`src/rtl/core/fde_pkg.sv`:
```
// ----------------------------------------------------------------------------
// fde_pkg
// Shared types, register codes and a Q15 helper for the feedback delay echo.
// ----------------------------------------------------------------------------
`default_nettype none

package fde_pkg;

	localparam int CFG_W           = 18;
	localparam int CFG_IDX_W       = 2;
	localparam int SAMPLE_W        = 16;
	localparam int Q15_ONE         = 32768;
	localparam int LENGTH_AT_RESET = 131072;
	localparam int FEEDBACK_LIMIT  = 31130;
	localparam int FEEDBACK_RESET  = 16384;
	localparam int MIX_LIMIT       = 32768;
	localparam int MIX_RESET       = 9830;

	typedef logic signed [SAMPLE_W-1:0] sample_t;

	typedef enum logic [CFG_IDX_W-1:0] {
		REG_EFFECT_ON     = 2'd0,
		REG_DELAY_LENGTH  = 2'd1,
		REG_FEEDBACK_GAIN = 2'd2,
		REG_MIX_GAIN      = 2'd3
	} cfg_reg_t;

	typedef struct packed {
		logic        effect_on;
		logic [14:0] feedback_gain;
		logic [15:0] mix_gain;
	} gains_t;

	// divide by 2^15 toward zero, then clamp to 16 bits
	function automatic sample_t q15_trunc_sat(input logic signed [32:0] v);
		logic signed [32:0] adj;
		logic signed [17:0] q;
		adj = v + (v[32] ? 33'sd32767 : 33'sd0);
		q   = 18'(adj >>> 15);
		if (q > 18'sd32767) begin
			return 16'sh7fff;
		end else if (q < -18'sd32768) begin
			return 16'sh8000;
		end
		return q[15:0];
	endfunction

endpackage

`default_nettype wire

```
`src/rtl/core/fde_cfg.sv`:
```
// ----------------------------------------------------------------------------
// fde_cfg
// Configuration registers: range limiting and the delay length change pulse.
// ----------------------------------------------------------------------------
`default_nettype none

module fde_cfg #(
	parameter int MAX_DELAY_SAMPLES = 131072,
	parameter int LEN_W             = $clog2(MAX_DELAY_SAMPLES + 1)
) (
	input  wire logic                            clk,
	input  wire logic                            arst_n,
	input  wire logic                            cfg_we,
	input  wire logic [fde_pkg::CFG_IDX_W-1:0]   cfg_index,
	input  wire logic [fde_pkg::CFG_W-1:0]       cfg_data,
	output fde_pkg::gains_t                      gains,
	output logic      [LEN_W-1:0]                delay_length,
	output logic                                 length_clear
);

	import fde_pkg::*;

	localparam int CMP_W     = (LEN_W > CFG_W) ? LEN_W : CFG_W;
	localparam int RESET_LEN = (LENGTH_AT_RESET > MAX_DELAY_SAMPLES) ?
	                           MAX_DELAY_SAMPLES : LENGTH_AT_RESET;

	gains_t           gains_q;
	logic [LEN_W-1:0] length_q;
	logic [CMP_W-1:0] len_raw;
	logic [LEN_W-1:0] len_lim;
	logic [14:0]      fb_lim;
	logic [15:0]      mix_lim;
	cfg_reg_t         reg_sel;

	assign reg_sel = cfg_reg_t'(cfg_index);
	assign len_raw = CMP_W'(cfg_data);

	always_comb begin
		if (len_raw == '0) begin
			len_lim = LEN_W'(1);
		end else if (len_raw > CMP_W'(MAX_DELAY_SAMPLES)) begin
			len_lim = LEN_W'(MAX_DELAY_SAMPLES);
		end else begin
			len_lim = LEN_W'(len_raw);
		end
	end

	assign fb_lim  = (cfg_data[14:0] > 15'(FEEDBACK_LIMIT)) ? 15'(FEEDBACK_LIMIT)
	                                                      : cfg_data[14:0];
	assign mix_lim = (cfg_data[15:0] > 16'(MIX_LIMIT)) ? 16'(MIX_LIMIT) : cfg_data[15:0];

	assign length_clear = cfg_we && (reg_sel == REG_DELAY_LENGTH) && (len_lim != length_q);

	always_ff @(posedge clk or negedge arst_n) begin
		if (!arst_n) begin
			gains_q.effect_on     <= 1'b0;
			gains_q.feedback_gain <= 15'(FEEDBACK_RESET);
			gains_q.mix_gain      <= 16'(MIX_RESET);
			length_q              <= LEN_W'(RESET_LEN);
		end else if (cfg_we) begin
			case (reg_sel)
				REG_EFFECT_ON:     gains_q.effect_on     <= cfg_data[0];
				REG_DELAY_LENGTH:  length_q              <= len_lim;
				REG_FEEDBACK_GAIN: gains_q.feedback_gain <= fb_lim;
				REG_MIX_GAIN:      gains_q.mix_gain      <= mix_lim;
				default:           gains_q               <= gains_q;
			endcase
		end
	end

	assign gains        = gains_q;
	assign delay_length = length_q;

endmodule

`default_nettype wire

```
`config.mk`:
```
export PLATFORM = sky130hd
export DESIGN_NAME = fde_cfg
export DESIGN_NICKNAME = d
export VERILOG_FILES = /design/src/rtl/core/fde_pkg.sv /design/src/rtl/core/fde_cfg.sv
export SDC_FILE = /design/constraint.sdc
export NUM_CORES = 1
export LEC_CHECK = 0
export ABC_AREA = 0
export ABC_CLOCK_PERIOD_IN_PS = 4200
export BUFFER_PORTS_ARGS = -buffer_cell sky130_fd_sc_hd__buf_4
export CORE_ASPECT_RATIO = 1.4
export CORE_MARGIN = 2
export CORE_UTILIZATION = 50
export CTS_CLUSTER_SIZE = 40
export DETAILED_ROUTE_END_ITERATION = 12
export PLACE_DENSITY_LB_ADDON = 0.12
export SYNTH_ARGS = -nofsm -noshare
export SYNTH_HDL_FRONTEND = slang
export SYNTH_SLANG_ARGS = --single-unit
```
`constraint.sdc`:
```
create_clock -name clk -period 4.2 [get_ports clk]
set_clock_uncertainty 0.15 [all_clocks]
set_input_delay 0.63 -clock clk [delete_from_list [all_inputs] [get_ports clk]]
set_output_delay 0.63 -clock clk [all_outputs]
set_load 0.05 [all_outputs]
```
# Yosys cells after proc, flatten, opt, wreduce, memory -nomap -nowiden
# Index checks and enable logic that the tools add are counted.
# Widths: inputs -> output; s select.
[op_classes]
eq_ne = 4
mux = 4
magnitude_cmp = 3
reduce_logical = 8
[ops]
columns = ["op", "n"]
rows = [
  ["$mux 18", 2],
  ["$gt 18x18->1 const B", 1],
  ["$logic_not 18->1", 1],
  ["$ne 18x18->1", 1],
  ["$gt 16x16->1 const B", 1],
  ["$mux 16", 1],
  ["$gt 15x15->1 const B", 1],
  ["$mux 15", 1],
  ["$reduce_and 2->1", 4],
  ["$eq 2x2->1 const B", 2],
  ["$eq 2x1->1 const B", 1],
  ["$logic_and 1x1->1", 2],
  ["$logic_not 2->1", 1],
]
[totals]
input_bits = 23
word_cells = 23
ff_bits = 50

# Longest topological paths before layout
# Gate-level depths: netlist of the first run.
[logic_depth]
depth_word = 5
mapped_depth = 7
mapped_depth_nobuf = 6

# Worst setup path after synthesis of the first run
# No wires, ideal clock.
[synth_timing]
path_kind = "input to output"
start = "input port cfg_data[6] (netlist bit)"
end = "output port length_clear"
arrival_time_ns = 2.473
slack_ns = 0.947
path_buffers = 1
stages = 7
t_required_ns = 3.420
cell_sequence = "buf_4 nor4_4 nand4_2 nor3_2 mux2i_1 a2111oi_2 a21oi_1"
[synth_between]
elab_chain_cells = 5
elab_cells_between_ends = 6
cone_classes = "1 x order compare; 1 x eq/ne; 2 x mux; 2 x reduce/logical"
[synth_rtl]
columns = ["item", "line_no", "source"]
rows = [
  ["start: declaration", "fde_cfg.sv:15", "input wire logic [fde_pkg::CFG_W-1:0] cfg_data,"],
  ["$gt 18x18->1", "fde_cfg.sv:41", "end else if (len_raw > CMP_W'(MAX_DELAY_SAMPLES)) begin"],
  ["$mux 18", "fde_cfg.sv:41", ""],
  ["$mux 18 (*)", "fde_cfg.sv:39", "if (len_raw == '0) begin"],
  ["$ne 18x18->1 (*)", "fde_cfg.sv:52", "assign length_clear = cfg_we && (reg_sel == REG_DELAY_LENGTH) && (len_lim != length_q);"],
  ["$logic_and 1x1->1 (*)", "fde_cfg.sv:52", ""],
  ["end: declaration", "fde_cfg.sv:18", "output logic length_clear"],
]
# Mark *: on every way between the ends. The rest lies on a longest branch, timed or not.

# Worst setup path in the final report of the first run
[layout_timing]
start = "input port cfg_data[4] (netlist bit)"
end = "output port length_clear"
# Same word-level chain as after synthesis.

==> impl_metrics.py, run 1 <==
metrics = {
    "setup_path": {
        "required_ns": 3.42,
        "crit_chain": "buf_4 > nor4_2 > nand4_2 > o31ai_1 > mux2_2 > nor2_1 > a21oi_1 > buf_4",
        "critPathArrivalTime_ns": 2.43,
        "crit_slowest_cell": "mux2_2",
        "cp_common_cell": "buf_4",
        "worstPathMaxFanout": 5,
        "critPathMaxStageDelay_ns": 0.38,
        "cp-start-kind": "input pin",
        "end_kind": "output pin",
        "cp_num_buf_inv": 2,
        "crit_family": "simple AND/OR/NAND/NOR gates",
        "crit_type": "in2out",
    },
    "cts": {
        "cts-buffers-inserted": 5,
        "cts_resized": 0,
        "clk_pin_slew_ns": 0.09,
        "cts_tree": "yes",
        "cts_sinks": 50,
        "clockBufferDepth": 2,
        "clkLatencyLatePin_ns": 0.30,
        "cts_max_level": 2,
        "hold_buffers": 0,
        "postCtsSetupBuffers": 0,
        "cts_root_buffer": "clkbuf_8",
    },
    "route": {
        "first_iter_violations": 145,
        "routed_wl_um": 6550,
        "via_count": 2100,
        "ant_nets": 0,
        "route.detailed.drc": 0,
        "drtPass1Iterations": 4,
        "wl_per_cell_um": 17.6,
        "viasPerCell": 5.65,
    },
    "die": {
        "die_y_um": 87.1,
        "io_pins": 74,
        "fp-row-count": 30,
        "core-area_um2": 4800,
        "die_x_um": 63.3,
        "die-area_um2": 5510,
        "start_util_pct": 51.3,
    },
    "synth": {
        "synth_mux_area_share_pct": 1.78,
        "synth_edf_count": 0,
        "synthTopCellsByCount": "dfrtp_1, nand2_1, a22o_1",
        "synth_fp_nets": 261,
        "yosys.area_share.simple_pct": 16.1,
        "yosys_warnings": 0,
        "async_reset_ff_share_pct": 100,
        "syn-instance-count": 238,
        "yosysTopAreaCellShare_pct": 41.6,
        "avgSynthCellArea_um2": 10.4,
        "synth_compound_area_share_pct": 23.5,
        "synthDominantAreaCellType": "dfrtp_1",
        "synthTopCellsByArea": "dfrtp_1, dfstp_2, a22o_1",
        "ys_seq_elements": 50,
        "synth-seq-area-share_pct": 51.2,
        "yosysUniqueCellTypes": 51,
        "synth_top_family_by_area": "compound AO/OA/AOI/OAI gates",
        "yosysMostFrequentCell": "dfrtp_1",
        "synthFlopType": "dfrtp_1",
        "synthAdderAreaFrac_pct": 0,
        "synthXorXnorAreaFrac_pct": 1.78,
        "syn-cell-area_um2": 2460,
    },
    "sta": {
        "report.final.hold_viol_count": 0,
        "period_minus_slack_ns": 3.21,
        "slew_headroom_pct": 36.1,
        "holdWs_ns": 0.183,
        "finalMaxSlewViolations": 0,
        "worstMarginPinSlew_ns": 0.959,
        "fin_tns_setup_ns": 0,
        "final.period_utilization_pct": 76.4,
        "rsz0062_at_grt": "false",
        "fmax_mhz": 312,
        "final-setup-viol-count": 0,
    },
    "placed_design": {
        "dp_hpwl_um": 4670,
        "place_area_um2": 3020,
        "port_buffers": 73,
        "place.gp.congestion": 0.913,
    },
    "hold_path": {
        "min_path_type": "in2async",
    },
    "global_routing": {
        "grt_use_total_pct": 24.8,
        "antenna_found_initial": 0,
        "overflow": 0,
        "grt_pass1_wl_um": 10400,
        "grt_max_degree": 51,
        "first_global_vias": 2009,
    },
    "final_layout": {
        "drive_gt1_share_pct": 34.4,
        "insertedDiodeCount": 0,
        "area_delta_synth_final_pct": 27.1,
        "final_nets": 330,
        "nFillCells": 438,
        "stdcell_area_um2": 3130,
    },
    "pwr": {
        "power_leakage_nw": 1.45,
        "irDropWorstVdd_mv": 0.240,
        "powerDensity_nw_per_um2": 482,
        "totalPowerFinal_mw": 1.51,
    },
    "outcome": {
        "status": "completed",
    },
    "job": {
        "max_cap_viol_count": 0,
    },
}
## kinds of logic after synthesis
group,after synthesis
buffers and inverters,27
and+or+nand+nor,73
xor gates and xnor gates,5
AOI/OAI and AO/OA,79
muxes,4
DFF,50
## final timing paths
| kind | startpoint | endpoint | slack [ns] | depth (start not counted) |
|---|---|---|---|---|
| worst max register to register | delay_length[13] | delay_length[13] | 3.25 | 1 |
| worst max-delay path | cfg_data[4] | length_clear | 0.99 | 8 |
| worst min register to register | gains[30] | gains[30] | 0.31 | 2 |
| max in group asynchronous | arst_n | delay_length[6] | 3.29 | 1 |
| worst min-delay path | arst_n | gains[0] | 0.18 | 1 |
| min in group clk | gains[30] | gains[30] | 0.31 | 2 |
## sequential cells by signal (all words and copies together), names as in the netlist
register	count
gains	32
delay_length	18
## layout by cell type, fill, tap and decap left out, types with 2 or more instances in the layout
cell type	n
nor4_2	2
mux2_2	3
xnor2_1	4
clkbuf_8	5
dfrtp_1	41
nor2b_1	3
o21ai_0	19
nand2_1	31
nand4_1	3
a21oi_1	8
inv_1	14
nand2b_1	8
a22o_1	23
a2111oi_0	3
o31ai_1	6
o22ai_1	5
a22o_2	2
nand3b_1	2
nor2_1	11
buf_4	75
dfstp_2	9
o22a_1	2
## power breakdown
group / internal (mW) / total, mW / switching, mW
Sequential: 0.558 / 0.617 / 0.0593
Clock: 0.178 / 0.339 / 0.161
Combinational: 0.179 / 0.553 / 0.374
## per-layer routing
metal  routed length, um  part of all wire (%)  vias to the layer above  GRT usage [%]
li1                    -                     -                     1002              -
met2                3200                    49                       74           41.0
met5                   0                     0                        -              0
met1                2870                    44                     1013           32.1
met4                 142                   2.2                        0           11.1
met3                 334                   5.1                       11           4.14
## area by class of cell
type / instances / area (um^2) / area share [%]
clock inverters: 2 / 37.5 / 1.20
clock buffers: 6 / 72.6 / 2.32
well taps: 64 / 80.1 / 2.56
flip-flops and latches: 50 / 1260 / 40.3
multi-input cells: 161 / 1060 / 34.0
inverters: 14 / 52.6 / 1.68
repair buffers: 75 / 563 / 18.0
## metrics by stage
stage | setup WS (ns) | std cells | util [%]
6_report | 0.991 | 372 | 65.2
5_1_grt | 0.839 | 372 | 65.2
4_1_cts | 0.998 | 372 | 65.2
3_5_place_dp | 1.01 | 364 | 62.9
3_3_place_gp | 1.02 | 364 | 62.9
2_1_floorplan | 0.947 | 238 | -
Note: power is estimated with default switching activity, not from simulation.
==> run 2: changes to the inputs <==
--- a/config.mk
+++ b/config.mk
@@ -6,7 +6,7 @@
 export NUM_CORES = 1
 export LEC_CHECK = 0
 export ABC_AREA = 0
-export ABC_CLOCK_PERIOD_IN_PS = 4200
+export ABC_CLOCK_PERIOD_IN_PS = 3000
 export BUFFER_PORTS_ARGS = -buffer_cell sky130_fd_sc_hd__buf_4
 export CORE_ASPECT_RATIO = 1.4
 export CORE_MARGIN = 2
==> constraint.sdc (replaced) <==
create_clock -name clk -period 3 [get_ports clk]
set_clock_uncertainty 0.15 [all_clocks]
set_input_delay 0.45 -clock clk [delete_from_list [all_inputs] [get_ports clk]]
set_output_delay 0.45 -clock clk [all_outputs]
set_load 0.05 [all_outputs]
==> run 2 against run 1 <==
Net effect:
- wire length increased by 4.6%
- flip-flop and latch count did not move
- sequential power rose by 41%
- largest cell class unchanged
- clock power increased by 46%
- critical path type unchanged
- global-route usage is 1.1 points higher
- setup slack worse by 0.90 ns
- largest power group unchanged
- register-to-register slack got worse by 1.2 ns
==> impl_metrics.py, run 2 (synthesized netlist as in run 1, its figures left out) <==
metrics = {
    "outcome": {
        "status": "completed",
    },
    "cts": {
        "hold_buffers": 0,
        "cts-buffers-inserted": 5,
        "cts_sinks": 50,
        "clkLatencyLatePin_ns": 0.30,
        "cts_root_buffer": "clkbuf_8",
        "cts_max_level": 2,
        "clockBufferDepth": 2,
        "clk_pin_slew_ns": 0.09,
        "cts_tree": "yes",
    },
    "final_layout": {
        "insertedDiodeCount": 0,
        "most-common-layout-cells": "buf_4, dfrtp_1, nand2_1",
        "drive_gt1_share_pct": 37.6,
        "largest_register_ffs": 32,
        "fin_cells": 378,
        "final_nets": 336,
        "area_delta_synth_final_pct": 30.6,
        "final_common_cell": "buf_4",
        "stdcell_area_um2": 3220,
    },
    "hold_path": {
        "min_path_type": "in2async",
    },
    "setup_path": {
        "cp-start-kind": "input pin",
        "end_kind": "output pin",
        "cp_common_cell": "buf_4",
        "crit_type": "in2out",
        "cp_num_buf_inv": 2,
        "crit_family": "compound AO/OA/AOI/OAI gates",
        "critPathMaxStageDelay_ns": 0.36,
        "crit_chain": "buf_4 > or2b_1 > a22o_1 > a2111oi_4 > nand4_1 > a2111oi_2 > a21oi_1 > buf_4",
        "worstPathMaxFanout": 11,
        "cp.depth": 8,
        "critPathArrivalTime_ns": 2.31,
        "required_ns": 2.40,
        "worst_r2r_path_depth": 1,
        "crit_slowest_cell": "a2111oi_2",
    },
    "route": {
        "route.detailed.drc": 0,
        "wl_per_cell_um": 18.1,
        "first_iter_violations": 116,
        "viasPerCell": 5.75,
        "drtPass1Iterations": 4,
        "routed_wl_um": 6860,
        "ant_nets": 0,
        "via_count": 2172,
    },
    "sta": {
        "report.final.hold_viol_count": 0,
        "rsz0062_at_grt": "false",
        "period_minus_slack_ns": 2.91,
        "finalMaxSlewViolations": 0,
        "fmax_mhz": 344,
        "slew_headroom_pct": 58.4,
        "worst_slack_ns": 0.0931,
        "final.period_utilization_pct": 96.9,
        "worstMarginPinSlew_ns": 0.618,
        "final-setup-viol-count": 0,
        "fin_tns_setup_ns": 0,
    },
    "placed_design": {
        "pre_cts_ws_ns": 0.196,
        "place_area_um2": 3060,
        "place.gp.congestion": 0.983,
        "dp_hpwl_um": 5010,
        "dp.cells": 369,
        "port_buffers": 73,
    },
    "die": {
        "die_x_um": 63.3,
        "fp-row-count": 30,
        "io_pins": 74,
        "core-area_um2": 4800,
        "die_y_um": 87.1,
        "start_util_pct": 51.3,
        "die-area_um2": 5510,
    },
    "global_routing": {
        "busiest_layer": "met2",
        "grt_use_total_pct": 25.9,
        "first_global_vias": 2111,
        "grt_pass1_wl_um": 10900,
        "use_met2_pct": 43.5,
        "overflow": 0,
        "antenna_found_initial": 0,
        "grtUsageMet3_pct": 3.49,
        "grt_use_met1_pct": 34.5,
        "grt_max_degree": 51,
    },
    "pwr": {
        "irDropWorstVdd_mv": 0.355,
        "powerDensity_nw_per_um2": 672,
        "power_leakage_nw": 1.50,
        "totalPowerFinal_mw": 2.16,
    },
    "job": {
        "max_cap_viol_count": 0,
    },
}
==> run 2: per-stage QoR <==
step / hold slack (ns) / utilization [%]
after floorplan: 0.00441 / -
after global placement: 0.298 / 63.7
after detailed placement: 0.299 / 63.7
after CTS: 0.0387 / 66.1
after global routing: 0.0574 / 67.0
final: 0.0131 / 67.0
==> run 2: final cells by class <==
type	instances	area, um^2
multi-input cells	161	1100
clock buffers	7	86.3
repair buffers	81	608
inverters	14	52.6
clock inverters	1	30.0
fillers	438	1590
flip-flops and latches	50	1260
well taps	64	80.1
==> run 2: final timing paths <==
check                           slack (ns)              from                to
max in group asynchronous             2.24            arst_n   delay_length[6]
worst max-delay path                  0.09      cfg_data[15]      length_clear
worst min register to register        0.31         gains[30]         gains[30]
worst min-delay path                  0.01            arst_n         gains[23]
min in group clk                      0.25      cfg_data[14]         gains[30]
worst max register to register        2.05  delay_length[10]  delay_length[10]
==> run 2: per-layer routing <==
| metal | vias up | share of wire (%) |
|---|---|---|
| li1 | 1011 | - |
| met1 | 1066 | 42 |
| met2 | 83 | 52 |
| met3 | 12 | 4.4 |
| met4 | 0 | 1.9 |
| met5 | - | 0 |
==> run 2: where the power goes <==
part	internal (mW)	leakage (nW)	switching (mW)
registers	0.782	0.611	0.0856
clock network	0.272	0.0585	0.222
logic	0.264	0.827	0.537
==> run 2: what timing repair did <==
item	4_1_cts	5_1_grt
gates resized for setup	0	9
buffers inserted	0	1
endpoints found under the setup margin	0	1
==> run 3: changes to the inputs <==
--- a/config.mk
+++ b/config.mk
@@ -9,7 +9,6 @@
 export ABC_CLOCK_PERIOD_IN_PS = 3000
 export BUFFER_PORTS_ARGS = -buffer_cell sky130_fd_sc_hd__buf_4
 export CORE_ASPECT_RATIO = 1.4
-export CORE_MARGIN = 2
 export CORE_UTILIZATION = 50
 export CTS_CLUSTER_SIZE = 40
 export DETAILED_ROUTE_END_ITERATION = 12
==> run 3 against run 2 <==
Net effect:
- wire length down 3.9%
- hold slack better by 0.0027 ns
- sequential share of layout area up 0.66 points
- register-to-register slack about the same
- combinational power down 2%
- core utilization up 1.1 points
- maximum frequency up 1.2%
- global-route usage up 1.6 points
- non-clock buffer count down 3
- critical endpoint unchanged
- highest routed layer unchanged
==> impl_metrics.py, run 3 (synthesized netlist as in run 1, its figures left out) <==
metrics = {
    "setup_path": {
        "crit_type": "reg2out",
        "crit_slowest_cell": "dfrtp_1",
        "cp-start-kind": "register",
        "crit_chain": "and2b_1 > a2111oi_1 > mux2i_1 > a2111oi_2 > a21oi_1 > buf_4",
        "end_kind": "output pin",
        "worstPathMaxFanout": 5,
        "required_ns": 2.40,
        "critPathArrivalTime_ns": 2.27,
        "critPathMaxStageDelay_ns": 0.45,
    },
    "cts": {
        "cts_root_buffer": "clkbuf_8",
        "clockBufferDepth": 2,
        "clkLatencyLatePin_ns": 0.30,
        "clk_pin_slew_ns": 0.09,
        "cts_tree": "yes",
        "hold_buffers": 0,
        "postCtsSetupBuffers": 0,
        "cts_max_level": 2,
        "cts-buffers-inserted": 5,
        "cts_sinks": 50,
    },
    "final_layout": {
        "largest_register_ffs": 32,
        "nFillCells": 418,
        "final_nets": 333,
        "insertedDiodeCount": 0,
        "fin_cells": 373,
        "drive_gt1_share_pct": 35.4,
        "final_common_cell": "buf_4",
        "area_delta_synth_final_pct": 28.3,
        "most-common-layout-cells": "buf_4, dfrtp_1, nand2_1",
        "final_util_pct": 68.1,
    },
    "sta": {
        "fin_tns_setup_ns": 0,
        "period_minus_slack_ns": 2.87,
        "fmax_mhz": 348,
        "final.period_utilization_pct": 95.7,
        "finalMaxSlewViolations": 0,
        "final-setup-viol-count": 0,
        "report.final.hold_viol_count": 0,
        "slew_headroom_pct": 49.9,
        "rsz0062_at_grt": "false",
        "worstMarginPinSlew_ns": 0.749,
    },
    "route": {
        "via_count": 2181,
        "first_iter_violations": 98,
        "wl_per_cell_um": 17.7,
        "route.detailed.drc": 0,
        "drtPass1Iterations": 4,
        "routed_wl_um": 6590,
        "viasPerCell": 5.85,
        "ant_nets": 0,
    },
    "die": {
        "core-area_um2": 4640,
        "die_x_um": 61.3,
        "die_y_um": 85.1,
        "io_pins": 74,
        "start_util_pct": 53.0,
        "die-area_um2": 5220,
        "fp-row-count": 29,
    },
    "pwr": {
        "powerDensity_nw_per_um2": 676,
        "totalPowerFinal_mw": 2.14,
        "power_leakage_nw": 1.48,
        "irDropWorstVdd_mv": 0.365,
    },
    "placed_design": {
        "dp_hpwl_um": 4800,
        "port_buffers": 73,
        "place.gp.congestion": 0.941,
        "dp.cells": 365,
    },
    "global_routing": {
        "grt_max_degree": 51,
        "grt_pass1_wl_um": 10500,
        "first_global_vias": 2037,
        "grt_use_total_pct": 27.5,
        "overflow": 0,
        "antenna_found_initial": 0,
    },
    "outcome": {
        "status": "completed",
    },
    "job": {
        "max_cap_viol_count": 0,
    },
    "hold_path": {
        "min_path_type": "in2async",
    },
}
## run 3: path summary, 6_finish.rpt
check                                    to  cells past startpoint  slack, ns        startpoint
min reg2reg                       gains[30]                      2       0.32         gains[30]
min in group clk                  gains[30]                      3       0.25      cfg_data[14]
max reg2reg                delay_length[10]                      1       2.06  delay_length[10]
max in group asynchronous   delay_length[6]                      1       2.24            arst_n
min                         delay_length[4]                      1       0.02            arst_n
max                            length_clear                      6       0.13   delay_length[8]
## run 3: critical path, delay by kind of cell, from the launching register on
kind | cells | cell delay [ns]
simple gates | 1 | 0.25
compound gates | 3 | 0.90
mux | 1 | 0.15
flops | 1 | 0.45
buf+inv | 1 | 0.22
## run 3: where the power goes
part,total [mW],switching [mW],leakage (nW),internal [mW]
clock,0.490,0.218,0.0585,0.272
sequential,0.867,0.0855,0.612,0.781
combinational,0.781,0.527,0.806,0.254
total,2.14,0.830,1.48,1.31
## run 3: per-stage QoR
stage                     hold WS (ns)  instance area [um^2]  setup slack, ns
final                           0.0159                  3160            0.129
after global routing            0.0570                  3160           0.0164
after CTS                       0.0324                  3160           0.0898
after detailed placement         0.308                  3040            0.142
after global placement           0.299                  3040            0.172
after floorplan                0.00441                  2460            0.107
## run 3: repair_timing
item                                   CTS  global route
resized for setup                        0             4
setup endpoints to repair                0             1
endpoints found under the hold margin    0             0
## run 3: cell type report
class	instances	area, um^2	share of cell area, %
Clock buffer	7	86.3	2.73
Clock inverter	1	30.0	0.950
Inverter	14	52.6	1.66
Multi-Input combinational cell	161	1070	33.7
Sequential cell	50	1260	40.0
Tap cell	62	77.6	2.45
Timing Repair Buffer	78	586	18.5
## run 3: routing by layer
metal / share of wire [%] / global-route usage (%) / up-vias
li1: - / - / 1010
met1: 43 / 36.8 / 1082
met2: 50 / 44.0 / 75
met3: 4.4 / 4.57 / 14
met4: 2.2 / 9.92 / 0
met5: 0 / 0 / -
